--- src/hdl/alpha_blend_scaled_blitter_macros.svh ---
// Assertion helpers.
`ifndef ALPHA_BLEND_SCALED_BLITTER_MACROS_SVH
`define ALPHA_BLEND_SCALED_BLITTER_MACROS_SVH
`ifndef SYNTHESIS
`define ABSB_ASSERT(label, clk, rst, prop, msg) \
   label: assert property (@(posedge clk) disable iff (rst) prop) else $error(msg);
`define ABSB_ASSERT_NR(label, clk, prop, msg) \
   label: assert property (@(posedge clk) prop) else $error(msg);
`else
`define ABSB_ASSERT(label, clk, rst, prop, msg)
`define ABSB_ASSERT_NR(label, clk, prop, msg)
`endif
`endif

--- src/hdl/absb_divider.sv ---
// Restoring divider, 10-bit quotient of n / d, one bit a cycle.
module absb_divider (
   input  logic        clock,
   input  logic        reset,
   input  logic        start,
   input  logic [16:0] numer,
   input  logic [9:0]  denom,
   output logic        done,
   output logic [9:0]  quot
);
   logic [16:0] rem_ff, rem_in;
   logic [9:0]  q_ff, q_in;
   logic [3:0]  cnt_ff, cnt_in;
   logic        busy_ff, busy_in;
   logic [26:0] trial;

   always_comb begin
      rem_in = rem_ff;
      q_in = q_ff;
      cnt_in = cnt_ff;
      busy_in = busy_ff;
      trial = 27'(denom) << cnt_ff;
      if (start) begin
         rem_in = numer;
         q_in = '0;
         cnt_in = 4'd9;
         busy_in = 1'b1;
      end else if (busy_ff) begin
         if (27'(rem_ff) >= trial) begin
            rem_in = 17'(27'(rem_ff) - trial);
            q_in[cnt_ff] = 1'b1;
         end
         if (cnt_ff == 4'd0) busy_in = 1'b0;
         else cnt_in = cnt_ff - 4'd1;
      end
   end

   always_ff @(posedge clock) begin
      if (reset) begin
         busy_ff <= 1'b0;
         cnt_ff <= '0;
      end else begin
         busy_ff <= busy_in;
         cnt_ff <= cnt_in;
      end
      rem_ff <= rem_in;
      q_ff <= q_in;
   end

   assign done = busy_ff && !busy_in;
   assign quot = q_in;
endmodule
--- config.mk ---
export PLATFORM = sky130hd
export DESIGN_NAME = absb_divider
export DESIGN_NICKNAME = d
export VERILOG_FILES = /design/src/hdl/alpha_blend_scaled_blitter_macros.svh /design/src/hdl/absb_divider.sv
export SDC_FILE = /design/constraint.sdc
export NUM_CORES = 1
export LEC_CHECK = 0
export BUFFER_PORTS_ARGS = -buffer_cell sky130_fd_sc_hd__clkbuf_2
export CAP_MARGIN = 20
export CORE_MARGIN = 1
export CORE_UTILIZATION = 60
export CTS_BUF_LIST = sky130_fd_sc_hd__clkbuf_4 sky130_fd_sc_hd__clkbuf_8
export CTS_CLUSTER_SIZE = 16
export DETAILED_ROUTE_END_ITERATION = 6
export GPL_TIMING_DRIVEN = 0
export PLACE_DENSITY_LB_ADDON = 0.3
export REMOVE_ABC_BUFFERS = 1
export SYNTH_ARGS = -nofsm -noshare
export SYNTH_HDL_FRONTEND = slang
export SYNTH_SLANG_ARGS = --single-unit
--- constraint.sdc ---
create_clock -name clock -period 7 [get_ports clock]
set_clock_uncertainty 0.15 [all_clocks]
set_input_delay 1.4 -clock clock [delete_from_list [all_inputs] [get_ports clock]]
set_output_delay 1.4 -clock clock [all_outputs]
set_load 0.02 [all_outputs]
---- Yosys cells after proc, flatten, opt, wreduce, memory -nomap -nowiden ----
Index checks and enable logic that the tools add are counted.
word-level totals
  output and inout port bits .............. 11
  input port bits ......................... 30
  word-level logic and storage cells ...... 38
  flip-flop bits (word level) ............. 32
operators by class
  add/sub/neg operators ................... 2
  shifts and indexed selects .............. 1
  order comparisons ....................... 3
  equality and inequality tests ........... 1
  reductions and logical operators ........ 10
  bitwise logic cells ..................... 2
  muxes and demuxes ....................... 14
operator list
  cell                   number
  $mux W17               3
  $mux W10               3
  $ge A17 B27 Y1         1
  $shl A10 B4 Y27        1
  $sub A17 B17 Y17       1
  $mux W4                3
  $or A10 B10 Y10        1
  $reduce_and A2 Y1      3
  $lt A4 B5 Y1 const B   1
  $demux W1 S4           1
  $ge A4 B1 Y1 const B   1
  $logic_not A4 Y1       1
  $mux W1                4
  $reduce_bool A2 Y1     2
  $sub A4 B1 Y4 const B  1
  $logic_and A1 B1 Y1    2
  $ne A2 B2 Y1 const B   1
  $reduce_or A2 Y1       1
  $logic_not A1 Y1       1
  $not A1 Y1             1

---- Longest topological paths before layout ----
  depth after elaboration ................. 8
  depth in mapped cells ................... 16
  depth with buffers taken out ............ 13

---- Worst setup path after synthesis ----
OpenSTA, ideal clock, no wires.
  kind .................................... in2out
  start ................................... in denom[3]
  end ..................................... out quot[9]
  stages on the path ...................... 12
  path buffers ............................ 0
  data arrival time ....................... 3825 ps
  slack ................................... 1625 ps
  required time ........................... 5450 ps
  cell sequence ........................... nor2b_1 nor3_1 a21oi_1 mux2i_1 or2_2 ha_1 nand2_2 o211ai_1 o211ai_1 a21oi_2 a31oi_1 o41ai_2
on the way
  cells in the longest elaborated chain, start to end .. 5
RTL lines
  item             line                text
  start, declared  absb_divider.sv:7   input logic [9:0] denom,
  $shl A10 B4 Y27  absb_divider.sv:22  trial = 27'(denom) << cnt_ff;
  $ge A17 B27 Y1   absb_divider.sv:29  if (27'(rem_ff) >= trial) begin
  $mux W10         absb_divider.sv:29
  $mux W10         absb_divider.sv:28  end else if (busy_ff) begin
  $mux W10         absb_divider.sv:23  if (start) begin
  end, declared    absb_divider.sv:9   output logic [9:0] quot
Every way passes these cells.

---- Worst setup path in the final report ----
Ends and elaborated chain as after synthesis.

==> impl_results.md <==
* Max-cap violation count at 0
* Number of placed I/O pins at 41
* CORE AREA at 0.004444 mm²
* CTS clock-pin slew for the worst setup and hold paths at 0.07 ns
* Die area at roughly 0.0050 mm²
* Crit path capture: quot[9]
* Synth Area in Compound Gates at 27.43%
* Ys Warns at 0
* Pre-CTS setup slack at ~0.87 ns
* Area growth syn-to-layout at 9.925%
* Layout cells sized above 1 at 17.03%
* Initial DRC count at 254
* First-pass GRT wire length at about 11 mm
* Slowest stage delay, CP at 0.36 ns
* Final nets at 421
* Simple-gate share of the synthesized area at 20.78%
* Initial antenna violation count at 0
* RSZ-0062 raised after global routing: false
* CP required at about 5.5 ns
* Violated checks: DRC
* Worst Setup End Kind: primary output
* Avg Cell Area, Syn at a little over 8 µm²
* R2R Path Start: cnt_ff[0]
* Crit Path Category: in2out
* Setup_tns at 0 ns
* Post-CTS setup buffer count at 0
* Row Count at 24
* Clk sink count at 32
* Slowest CP cell: o41ai_2
* Final non-filler cell total at 422
* Hold Path Class: reg2reg
* Routed length per placed instance at roughly 16 µm
* Routability congestion estimate at 0.9408
* Clk root buf: clkbuf_8
* Instance count on the critical path at 15
* Via count at 2718
* Reg2Reg Depth at 14
* Slew Limit Fails at 0
* Worst-path fanout max at 8
* Final period util at 88.61%
* Reg2reg end: rem_ff[9]
* Setup-failing EPs final at 0
* I/O Buffers at 40
* Buf/Inv on CP at 3
* Area of the multi-input gates at 0.001879 mm²
* CTS buffer count at 5
* Max-slew headroom at 37.99%
* Skew-Pair Late Insertion Delay at 0.30 ns
* Post-synth EDFFs at 17
* Drt via density at roughly 6.4
* Post-Synth XOR/XNOR Area at 2.791%
* Hold Vio Cnt, Final at 0
* Actual slew at the worst max-slew pin at slightly above 0.9 ns
* Period minus WS final at slightly above 6 ns
* Startpoint Class: input pin
* Worst setup path start: denom[3]
* CTS Hold Bufs at 0
* Max clock buf depth at 2
* # placed instances at 414
* Initial Utilization at roughly 64%
* Most frequent cells in the layout: nand2_1 (40), clkbuf_2 (40), a21oi_1 (25), o21ai_0 (22), ha_1 (21)
* Ant diodes at 0
* CTS tree: done
* Leak at 0.001281 µW
* Outcome: complete, but fails checks
* Synth Area in Adders at between 10% and 20%
* Remaining Overflow, GRT at 0
* Post-CTS Resized at 0
* Crit-path leading delay family: compound AO/OA/AOI/OAI gates
* CP Data Arrival Time at about 4.7 ns
* Setup WS post-layout at ~0.80 ns
* R2r setup slk at 2.07 ns
* VDD IR max at 0.1633 mV
* GRT Total Usage at 28.24%
* Pwr dens at 285.4 mW/mm²
* H-tree lvl count at 2
* Die Y-Extent at 70.61 µm
* Number of global-route vias before repair at 2452
* Yosys cell types at between 50 and 60
* Half-perimeter wire length after placement at 4.875 mm
* FF+latch area at 810.8 µm²
* Seq/Total Area, Yosys at 28.71%
* Post-Synthesis Cell Area at 0.002824 mm²
* Main synth FF type: edfxtp_1
* Cell Chain, Critical Path: clkbuf_2 > nor2b_1 > nor3_1 > a21oi_1 > mux2i_1 > or2_2 > ha_1 > nand2_2 > o211ai_1 > o211ai_1 > a21oi_2 > a31oi_1 > buf_4 > o41ai_2 > clkbuf_2
* Syn Inst Count at 342
* Post-DRT Antenna Nets at 0
* Post-route DRC at 5
* Post-synthesis async set-or-reset flop share at 0%
* Routed WL at 6.756 mm
* Largest family of logic cells by synthesized area: compound AO/OA/AOI/OAI gates
* Fillers at 345
* Mux share of post-synthesis cell area at approximately 5%
* Largest net degree at the start of global routing at 46
* DR pass1 iterations at 7
* Peak Freq at around 0.16 GHz
* Die X at 70.61 µm
* Synth Register Bits at 32
-- cell usage after synthesis, types with 3 or more instances --
| master | instances | area share (%) |
|---|---|---|
| o211ai_1 | 3 | 0.80 |
| a21oi_1 | 25 | 4.4 |
| nand4_1 | 8 | 1.8 |
| edfxtp_1 | 17 | 18 |
| or2_2 | 4 | 0.89 |
| clkbuf_1 | 13 | 1.7 |
| o31ai_1 | 6 | 1.6 |
| a21o_1 | 6 | 1.6 |
| nand2_1 | 40 | 5.3 |
| a211oi_1 | 6 | 1.6 |
| o21a_1 | 9 | 2.4 |
| nand3_1 | 8 | 1.4 |
| or3_1 | 5 | 1.1 |
| dfxtp_1 | 15 | 11 |
| nor3_1 | 13 | 2.3 |
| a22oi_1 | 4 | 1.1 |
| o2bb2ai_1 | 9 | 2.8 |
| mux2i_1 | 12 | 4.3 |
| inv_1 | 13 | 1.7 |
| a31oi_1 | 4 | 0.89 |
| ha_1 | 21 | 9.3 |
| and2_1 | 3 | 0.66 |
| o21ai_0 | 22 | 3.9 |
| xnor2_1 | 6 | 1.9 |
| buf_2 | 3 | 0.53 |
| and3_1 | 4 | 0.89 |
| nor2_1 | 20 | 2.7 |
| nor2b_1 | 4 | 0.89 |
| xor2_1 | 3 | 0.93 |
-- per-layer routing --
metal / track usage [%] / share of wire (%)
met2: 44.44 / 45
met5: 0 / 0
met1: 39.60 / 47
met3: 3.276 / 5.9
met4: 12.22 / 2.0
-- power by group --
| part | switching, µW | internal, µW |
|---|---|---|
| clock | 76.1 | 78.5 |
| combinational | 274 | 194 |
| sequential | 20.8 | 243 |
-- worst min path at each step --
stage | from | end | slack, ns | cells after the start
floorplan | q_ff[8] | q_ff[8] | 0.34 | 2
global placement | q_ff[9] | q_ff[9] | 0.28 | 2
detailed placement | q_ff[9] | q_ff[9] | 0.30 | 2
CTS | q_ff[5] | q_ff[5] | 0.32 | 1
global route | q_ff[5] | q_ff[5] | 0.33 | 1
finish | q_ff[5] | q_ff[5] | 0.32 | 1
-- cell families after synthesis --
kind of cell / after synthesis
DFF: 32
adders and majority gates: 22
and+or+nand+nor: 120
AOI/OAI and AO/OA: 111
xor gates and xnor gates: 9
muxes: 14
buffers and inverters: 34
-- registers in the layout, summed over array words and instances, names as in the netlist --
name	cells
rem_ff	17
q_ff	10
cnt_ff	4
busy_ff	1
-- per-stage QoR --
step           utilization, %  total power (µW)  instance area (µm²)  hold slack (ns)
6_report                69.85             885.9                 3104           0.3154
4_1_cts                 69.85             883.7                 3104           0.3181
3_3_place_gp            67.29             705.7                 2990           0.2797
2_1_floorplan               -             617.9                 2725           0.3370
5_1_grt                 69.85             950.0                 3104           0.3304
3_5_place_dp            67.76             728.7                 3012           0.2979
-- final cells by class --
class / count / share of cell area, %
multi-input cells: 276 / 60.54
flip-flops and latches: 32 / 26.12
repair buffers: 41 / 6.691
clock buffers: 6 / 2.660
well taps: 52 / 2.096
inverters: 13 / 1.572
clock inverters: 2 / 0.3225
Power figures use the tool's default switching activity.
